$ cat config.mk
export PLATFORM = sky130hd
export DESIGN_NAME = spfu_div_step
export DESIGN_NICKNAME = d
export VERILOG_FILES = /design/src/rtl/spfu_pkg.sv /design/src/rtl/spfu_div_step.sv
export SDC_FILE = /design/constraint.sdc
export NUM_CORES = 1
export LEC_CHECK = 0
export BUFFER_PORTS_ARGS = -buffer_cell sky130_fd_sc_hd__buf_2
export CORE_MARGIN = 2
export CORE_UTILIZATION = 53
export DETAILED_ROUTE_END_ITERATION = 10
export PLACE_DENSITY = 0.91
export SLEW_MARGIN = 20
export SYNTH_ARGS = -nofsm -noshare
export SYNTH_HDL_FRONTEND = slang
export SYNTH_SLANG_ARGS = --single-unit
$ cat constraint.sdc
create_clock -name vclk -period 14.65
set_clock_uncertainty 0.1 [all_clocks]
set_input_delay 2.93 -clock vclk [all_inputs]
set_output_delay 2.93 -clock vclk [all_outputs]
set_load 0.1 [all_outputs]
$ cat src/rtl/spfu_pkg.sv
package spfu_pkg;

  localparam logic [31:0] QNAN_BITS = 32'h7FC0_0000;
  localparam logic [31:0] SIGN_BIT  = 32'h8000_0000;
  localparam logic [31:0] EXP_BITS  = 32'h7F80_0000;
  localparam logic [31:0] FRAC_BITS = 32'h007F_FFFF;
  localparam logic signed [11:0] BIAS    = 12'sd127;
  localparam logic signed [11:0] EXP_MAX = 12'sd255;

  localparam int MW       = 57;  // working mantissa, leading one at bit 56 or below (mul: 55 or 56)
  localparam int QW       = 28;  // quotient bits
  localparam int DIV_BITS = 4;   // quotient bits per pipeline stage
  localparam int NSTG     = 10;

  localparam logic [3:0] OP_ADD = 4'd0;
  localparam logic [3:0] OP_SUB = 4'd1;
  localparam logic [3:0] OP_MUL = 4'd2;
  localparam logic [3:0] OP_DIV = 4'd3;
  localparam logic [3:0] OP_I2F = 4'd4;
  localparam logic [3:0] OP_F2I = 4'd5;
  localparam logic [3:0] OP_EQ  = 4'd6;
  localparam logic [3:0] OP_LT  = 4'd7;
  localparam logic [3:0] OP_LE  = 4'd8;
  localparam logic [3:0] OP_GT  = 4'd9;
  localparam logic [3:0] OP_GE  = 4'd10;
  localparam logic [3:0] OP_UN  = 4'd11;

  typedef enum logic [1:0] {C_ZERO, C_FIN, C_INF, C_NAN} cls_e;
  typedef enum logic [1:0] {K_ADD, K_MUL, K_DIV, K_CVT} kind_e;

  typedef struct packed {
    logic             neg;
    logic signed [11:0] e;
    logic [23:0]      m;
    cls_e             cls;
  } unp_t;

  typedef struct packed {
    logic               special;
    logic [31:0]        val;
    kind_e              kind;
    logic               neg;
    logic signed [11:0] e;
    logic [MW-1:0]      ma;
    logic [MW-1:0]      mb;
    logic               eff_sub;
    logic [23:0]        xm;
    logic [23:0]        ym;
    logic signed [11:0] ye;
    logic               yneg;
    logic [24:0]        rem;
    logic [QW-1:0]      quo;
  } stage_t;

  function automatic unp_t unpack(input logic [31:0] x);
    unp_t       u;
    logic [4:0] lz;
    logic       found;
    u.neg = x[31];
    u.e   = 12'($unsigned(x[30:23]));
    u.m   = {1'b1, x[22:0]};
    lz    = '0;
    found = 1'b0;
    if (x[30:23] == 8'hFF) begin
      u.cls = (x[22:0] != '0) ? C_NAN : C_INF;
    end else if (x[30:23] != '0) begin
      u.cls = C_FIN;
    end else if (x[22:0] == '0) begin
      u.cls = C_ZERO;
    end else begin
      for (int i = 22; i >= 0; i--) begin
        if (!found && x[i]) begin
          found = 1'b1;
          lz    = 5'(22 - i);
        end
      end
      // subnormal: leading one moved to bit 23
      u.m   = 24'({x[22:0], 1'b0} << lz);
      u.e   = -$signed(12'($unsigned(lz)));
      u.cls = C_FIN;
    end
    return u;
  endfunction

  // m: leading one at bit 26, bits 2..0 guard, round, sticky
  function automatic logic [31:0] pack_rounded(input logic neg, input logic signed [11:0] e,
                                               input logic [26:0] m);
    logic               tiny;
    logic [11:0]        sh;
    logic [4:0]         shc;
    logic [26:0]        mm;
    logic [26:0]        shr;
    logic [24:0]        frac;
    logic [2:0]         r;
    logic signed [11:0] e1;
    logic [30:0]        body;
    tiny = (e <= 12'sd0);
    mm   = m;
    e1   = e;
    if (tiny) begin
      sh  = 12'(12'sd1 - e);
      shc = (sh > 12'd27) ? 5'd27 : sh[4:0];
      shr = mm >> shc;
      mm  = shr | 27'(((shr << shc) != mm) ? 1 : 0);
    end
    frac = {1'b0, mm[26:3]};
    r    = mm[2:0];
    if (r > 3'd4 || (r == 3'd4 && frac[0])) begin
      frac = frac + 25'd1;
    end
    if (frac[24]) begin
      frac = frac >> 1;
      e1   = e + 12'sd1;
    end
    body = {e1[7:0] - 8'd1, 23'b0} + {6'b0, frac};
    if (e >= EXP_MAX || (!tiny && e1 >= EXP_MAX)) begin
      return {neg, EXP_BITS[30:0]};
    end else if (tiny) begin
      return {neg, 6'b0, frac};
    end else begin
      return {neg, body};
    end
  endfunction

endpackage

$ cat src/rtl/spfu_div_step.sv
module spfu_div_step (
  input  logic [24:0]            rem_i,
  input  logic [spfu_pkg::QW-1:0] quo_i,
  input  logic [23:0]            dvs_i,
  output logic [24:0]            rem_o,
  output logic [spfu_pkg::QW-1:0] quo_o
);
  import spfu_pkg::*;

  // restoring division, DIV_BITS quotient bits msb first
  always_comb begin
    logic [24:0]   r;
    logic [QW-1:0] q;
    r = rem_i;
    q = quo_i;
    for (int i = 0; i < DIV_BITS; i++) begin
      if (r >= {1'b0, dvs_i}) begin
        r = r - {1'b0, dvs_i};
        q = {q[QW-2:0], 1'b1};
      end else begin
        q = {q[QW-2:0], 1'b0};
      end
      r = {r[23:0], 1'b0};
    end
    rem_o = r;
    quo_o = q;
  end

endmodule

==> key figures, run 1 <==
Global route
  – Gr usage total: 77.95%
  – Vias in the first global route: ~13000
  – First-pass GRT wire length: 72.24 mm
  – GRT Residual Overflow: 186
  – Pin count of the biggest net entering global routing: 19

Synth
  – Mapped cell area: around 6000 um2
  – Synth Area in Compound Gates: between 30% and 40%
  – Adder-cell share of the synthesized area: between 20% and 30%
  – Synth warn: 0
  – Distinct cells, synth: 80
  – Post-Syn Area per Cell: 6.962 um2
  – Xor and xnor area share after synthesis: about an eighth
  – Largest family of logic cells by synthesized area: compound AO/OA/AOI/OAI gates
  – Synthesized netlist cell count: 860
  – Synth Area in Simple Gates: roughly a fifth
  – Post-synthesis net count: 1033
  – Mux cell area share after synthesis: between 4 and 5%
  – Sequential cell area fraction in the yosys report: 0%

Placed design
  – Hpwl dp: between 20 and 30 mm
  – Routability-driven placement congestion ratio: between 1 and 1.5
  – Placed Area: between 9000 and 10000 um2
  – I/O Buffers: 77

Clocking
  – Hold_buf cts: 0

Status
  – Failed at: global routing (5_1_grt)
  – Status: aborted with a tool error
  – Stop err: [ERROR GRT-0116] Global routing finished with congestion. Check the congestion regions in the DRC Viewer.

Floorplanning
  – Site Rows: 38
  – Die height: ~110 um
  – Ports: 130
  – Die Span X: ~110 um
  – Starting Density: 54.75%
[cells by family after synthesis]
group,count (synthesis)
AOI/OAI and AO/OA,310
and+or+nand+nor,232
buffers and inverters,110
adders and majority gates,96
xor gates and xnor gates,84
muxes,27
other,1
[cells in the mapped netlist (5+ instances only)]
cell | n | area share, %
mux2_2 | 14 | 2.6
buf_2 | 10 | 0.84
xor2_1 | 28 | 4.1
nor3_1 | 9 | 0.75
a21o_1 | 33 | 4.1
a21oi_1 | 95 | 7.9
o21ai_0 | 62 | 5.2
buf_4 | 27 | 3.4
ha_1 | 94 | 20
clkbuf_1 | 7 | 0.44
nand2_1 | 82 | 5.1
nand3_1 | 23 | 1.9
a2bb2oi_1 | 5 | 0.73
xnor2_1 | 56 | 8.2
a31oi_1 | 6 | 0.63
nor2b_1 | 7 | 0.73
or3_1 | 8 | 0.84
a211oi_1 | 8 | 1.0
nor4_1 | 5 | 0.52
nand2b_1 | 9 | 0.94
nand4_1 | 10 | 1.0
o21bai_1 | 14 | 1.8
o221ai_1 | 11 | 1.6
and4_1 | 5 | 0.73
nor2_1 | 46 | 2.9
o31ai_1 | 6 | 0.75
o21a_1 | 8 | 1.0
mux2i_1 | 10 | 1.7
a221o_1 | 6 | 1.0
o21ai_1 | 12 | 1.0
inv_1 | 60 | 3.8
and3_1 | 12 | 1.3
[layer usage]
| layer | track usage, % | overflow |
|---|---|---|
| met4 | 89.64 | 58 |
| met1 | 71.53 | 4 |
| met5 | 12.05 | 0 |
| met2 | 100.5 | 123 |
| met3 | 59.44 | 1 |
[per-stage QoR]
| step | setup slack [ns] | instances | setup TNS (ns) |
|---|---|---|---|
| 4_1_cts | -0.6791 | 1402 | -14.45 |
| 2_1_floorplan | -0.1813 | 860 | -0.4823 |
| 3_5_place_dp | -1.338 | 1371 | -31.43 |
| 3_3_place_gp | -0.5239 | 1371 | -11.08 |
[repair_timing]
item	CTS
gates cloned	4
setup endpoints to repair	25
pin swaps	35
buffers inserted	27
endpoints found under the hold margin	0
resized for setup	79
==> run 2, diff against run 1 <==
- CORE_UTILIZATION: 53 -> 40
- PLACE_DENSITY: 0.91 -> not set
- PLACE_DENSITY_LB_ADDON: not set -> 0.15
- clock period: 14.65 -> 19 ns (I/O delays scaled with it)
==> run 2 against run 1 <==
Net effect: synthesized area did not move; the run now ends clean; synthesized cell count unchanged.
==> key figures, run 2 <==
Global route
  – Gr usage total: a little under a quarter
  – Pin count of the biggest net entering global routing: 33
  – GRT Residual Overflow: 0
  – Initial antenna violation count: 0
  – Vias in the first global route: 6221
  – First-pass GRT wire length: between 30 and 40 mm

Routing
  – Final wirelength: 18.97 mm
  – DRC: 0
  – Via count: roughly 6500
  – 1st-iter DRT viols: 380
  – Drt pass-1 iters: 5
  – WL/cell: about 17 um
  – Remaining antenna violation count: 0
  – DR vias/cell: 5.703

Floorplanning
  – Die ar.: approximately 16000 um2
  – Core area: between 10000 and 15000 um2
  – Die Span X: 126.3 um (+15%)
  – Die height: 126.3 um (+15%)
  – Site Rows: 44 (+16%)
  – Starting Density: 41.04% (-14 points)
  – Ports: 130 (unchanged)

Synth
  – Post-synthesis net count: 1033 (unchanged)
  – Mapped cell area: 5987 um2 (unchanged)
  – Post-Syn Area per Cell: 6.962 um2 (unchanged)
  – Sequential cell area fraction in the yosys report: 0% (unchanged)
  – Synthesized netlist cell count: 860 (unchanged)
  – Commonest cells post-synth: 95 x a21oi_1, 94 x ha_1, 82 x nand2_1, 62 x o21ai_0, 60 x inv_1
  – Area share of the leading cell type in the synthesized netlist: 19.64% (unchanged)
  – Synth warn: 0 (unchanged)
  – Synth area leader: ha_1
  – Ranking of synthesized cells by area: ha_1 20%, xnor2_1 8.2%, a21oi_1 7.9%, o21ai_0 5.2%, nand2_1 5.1%
  – Most instantiated library cell after synthesis: a21oi_1
  – Distinct cells, synth: 80 (unchanged)

Final layout
  – Area Growth Syn to Fin: 21.19%
  – Most frequent cells in the layout: 95 x a21oi_1, 94 x ha_1, 82 x nand2_1, 65 x buf_4, 62 x o21ai_0
  – Fillers: 1491
  – Share of layout cells above drive strength 1: roughly 20%
  – Clkbuf count: 0
  – Seq Cell Count: 0
  – Nets: between 1000 and 1500
  – Diodes inserted: 0
  – FF/Latch Area: 0 um2
  – Most common cell after layout, fill and taps aside: a21oi_1

Placed design
  – Hpwl dp: 16.30 mm (-36%)
  – I/O Buffers: 77 (unchanged)
  – Routability-driven placement congestion ratio: 0.9449 (-11%)

STA
  – Fin crit period: around 18 ns
  – Final TNS setup: 0 ns
  – Final Hold Fails: 0
  – RSZ-0062 raised after global routing: false
  – Rel. slew slack: between 50% and 60%
  – Finish-stage setup viols: 0
  – Pins Over Slew Limit: 0
  – Fmax: 54.71 MHz
  – Slew @ Worst Pin: roughly 0.67 ns
  – Fin crit share: between 90% and 100%

Setup path
  – Worst Path Arrival: between 10 and 15 ns
  – Worst Path Required: between 15 and 20 ns
  – Critical Path End Type: output port
  – Setup Crit Path Kind: in -> out
  – CP peak stage delay: 0.47 ns
  – Worst-path fanout max: 21
  – CP startpoint kind: primary input
  – CP max stage cell: o41ai_4

Min path
  – Number of cells on the worst hold path: 0
  – HP Start: quo_i[8]
  – Hold-critical path endpoint: quo_o[12]
  – Worst hold path class: in -> out

Clocking
  – Hold_buf cts: 0 (unchanged)

Status
  – Status: complete, no violations

Run
  – Maxcap violations: 0
run 2: logic make-up after synthesis:
group	synth area share [%]
AND/OR/NAND/NOR	18.85
multiplexers	4.974
XOR/XNOR	12.29
AO/OA/AOI/OAI	34.55
buffers and inverters	8.966
adder cells (fa/ha/maj)	20.31
other	0.06264
run 2: repair_timing:
| action | 4_1_cts | 5_1_grt |
|---|---|---|
| buffers inserted | 0 | 3 |
| resized for setup | 0 | 2 |
| endpoints found under the hold margin | 0 | 0 |
| setup endpoints to repair | 0 | 25 |
run 2: worst max path at each step:
stage	startpoint	slack (ns)	endpoint	cells after the start
2_1_floorplan	dvs_i[7]	0.55	rem_o[20]	44
3_3_place_gp	dvs_i[7]	0.73	rem_o[16]	49
3_5_place_dp	dvs_i[7]	0.68	rem_o[16]	49
4_1_cts	dvs_i[7]	0.63	rem_o[16]	48
5_1_grt	dvs_i[7]	0.07	rem_o[16]	49
6_report	dvs_i[7]	0.72	rem_o[16]	43
run 2: area by class of cell:
| class | instances | area (um2) | share of cell area, % |
|---|---|---|---|
| inverters | 65 | 246.5 | 3.397 |
| multi-input cells | 751 | 5480 | 75.53 |
| well taps | 184 | 230.2 | 3.173 |
| repair buffers | 146 | 1299 | 17.90 |
run 2: critical path: cells and delay by family:
family                   cells  cell delay (ns)
multiplexers                 2             0.75
buffers and inverters        6             1.05
XOR/XNOR                     1             0.22
adder cells (fa/ha/maj)      4             1.42
AO/OA/AOI/OAI               19             4.91
AND/OR/NAND/NOR             11             2.20
run 2: stage by stage:
stage | hold WS [ns] | util (%) | area, um2 | setup slack [ns] | cells
6_report | 7.500 | 49.73 | 7256 | 0.7207 | 1146
5_1_grt | 7.500 | 49.73 | 7256 | 0.06605 | 1146
4_1_cts | 7.501 | 49.31 | 7193 | 0.6328 | 1142
3_5_place_dp | 7.501 | 49.31 | 7193 | 0.6751 | 1142
3_3_place_gp | 7.501 | 49.31 | 7193 | 0.7313 | 1142
2_1_floorplan | 7.712 | - | 5987 | 0.5470 | 860
run 2: per-layer routing:
layer  vias to the layer above  routed length [um]  GRT usage, %
li1                       3352                   -             -
met5                         -                   0             0
met4                         0                 403         4.266
met1                      2944                8688         31.80
met3                        31                1229         1.771
met2                       209                8649         39.67
Power of run 2 is left out: the tool's default activity adds up to more than one toggle a clock period on the data nets, which glitch-free logic cannot reach.
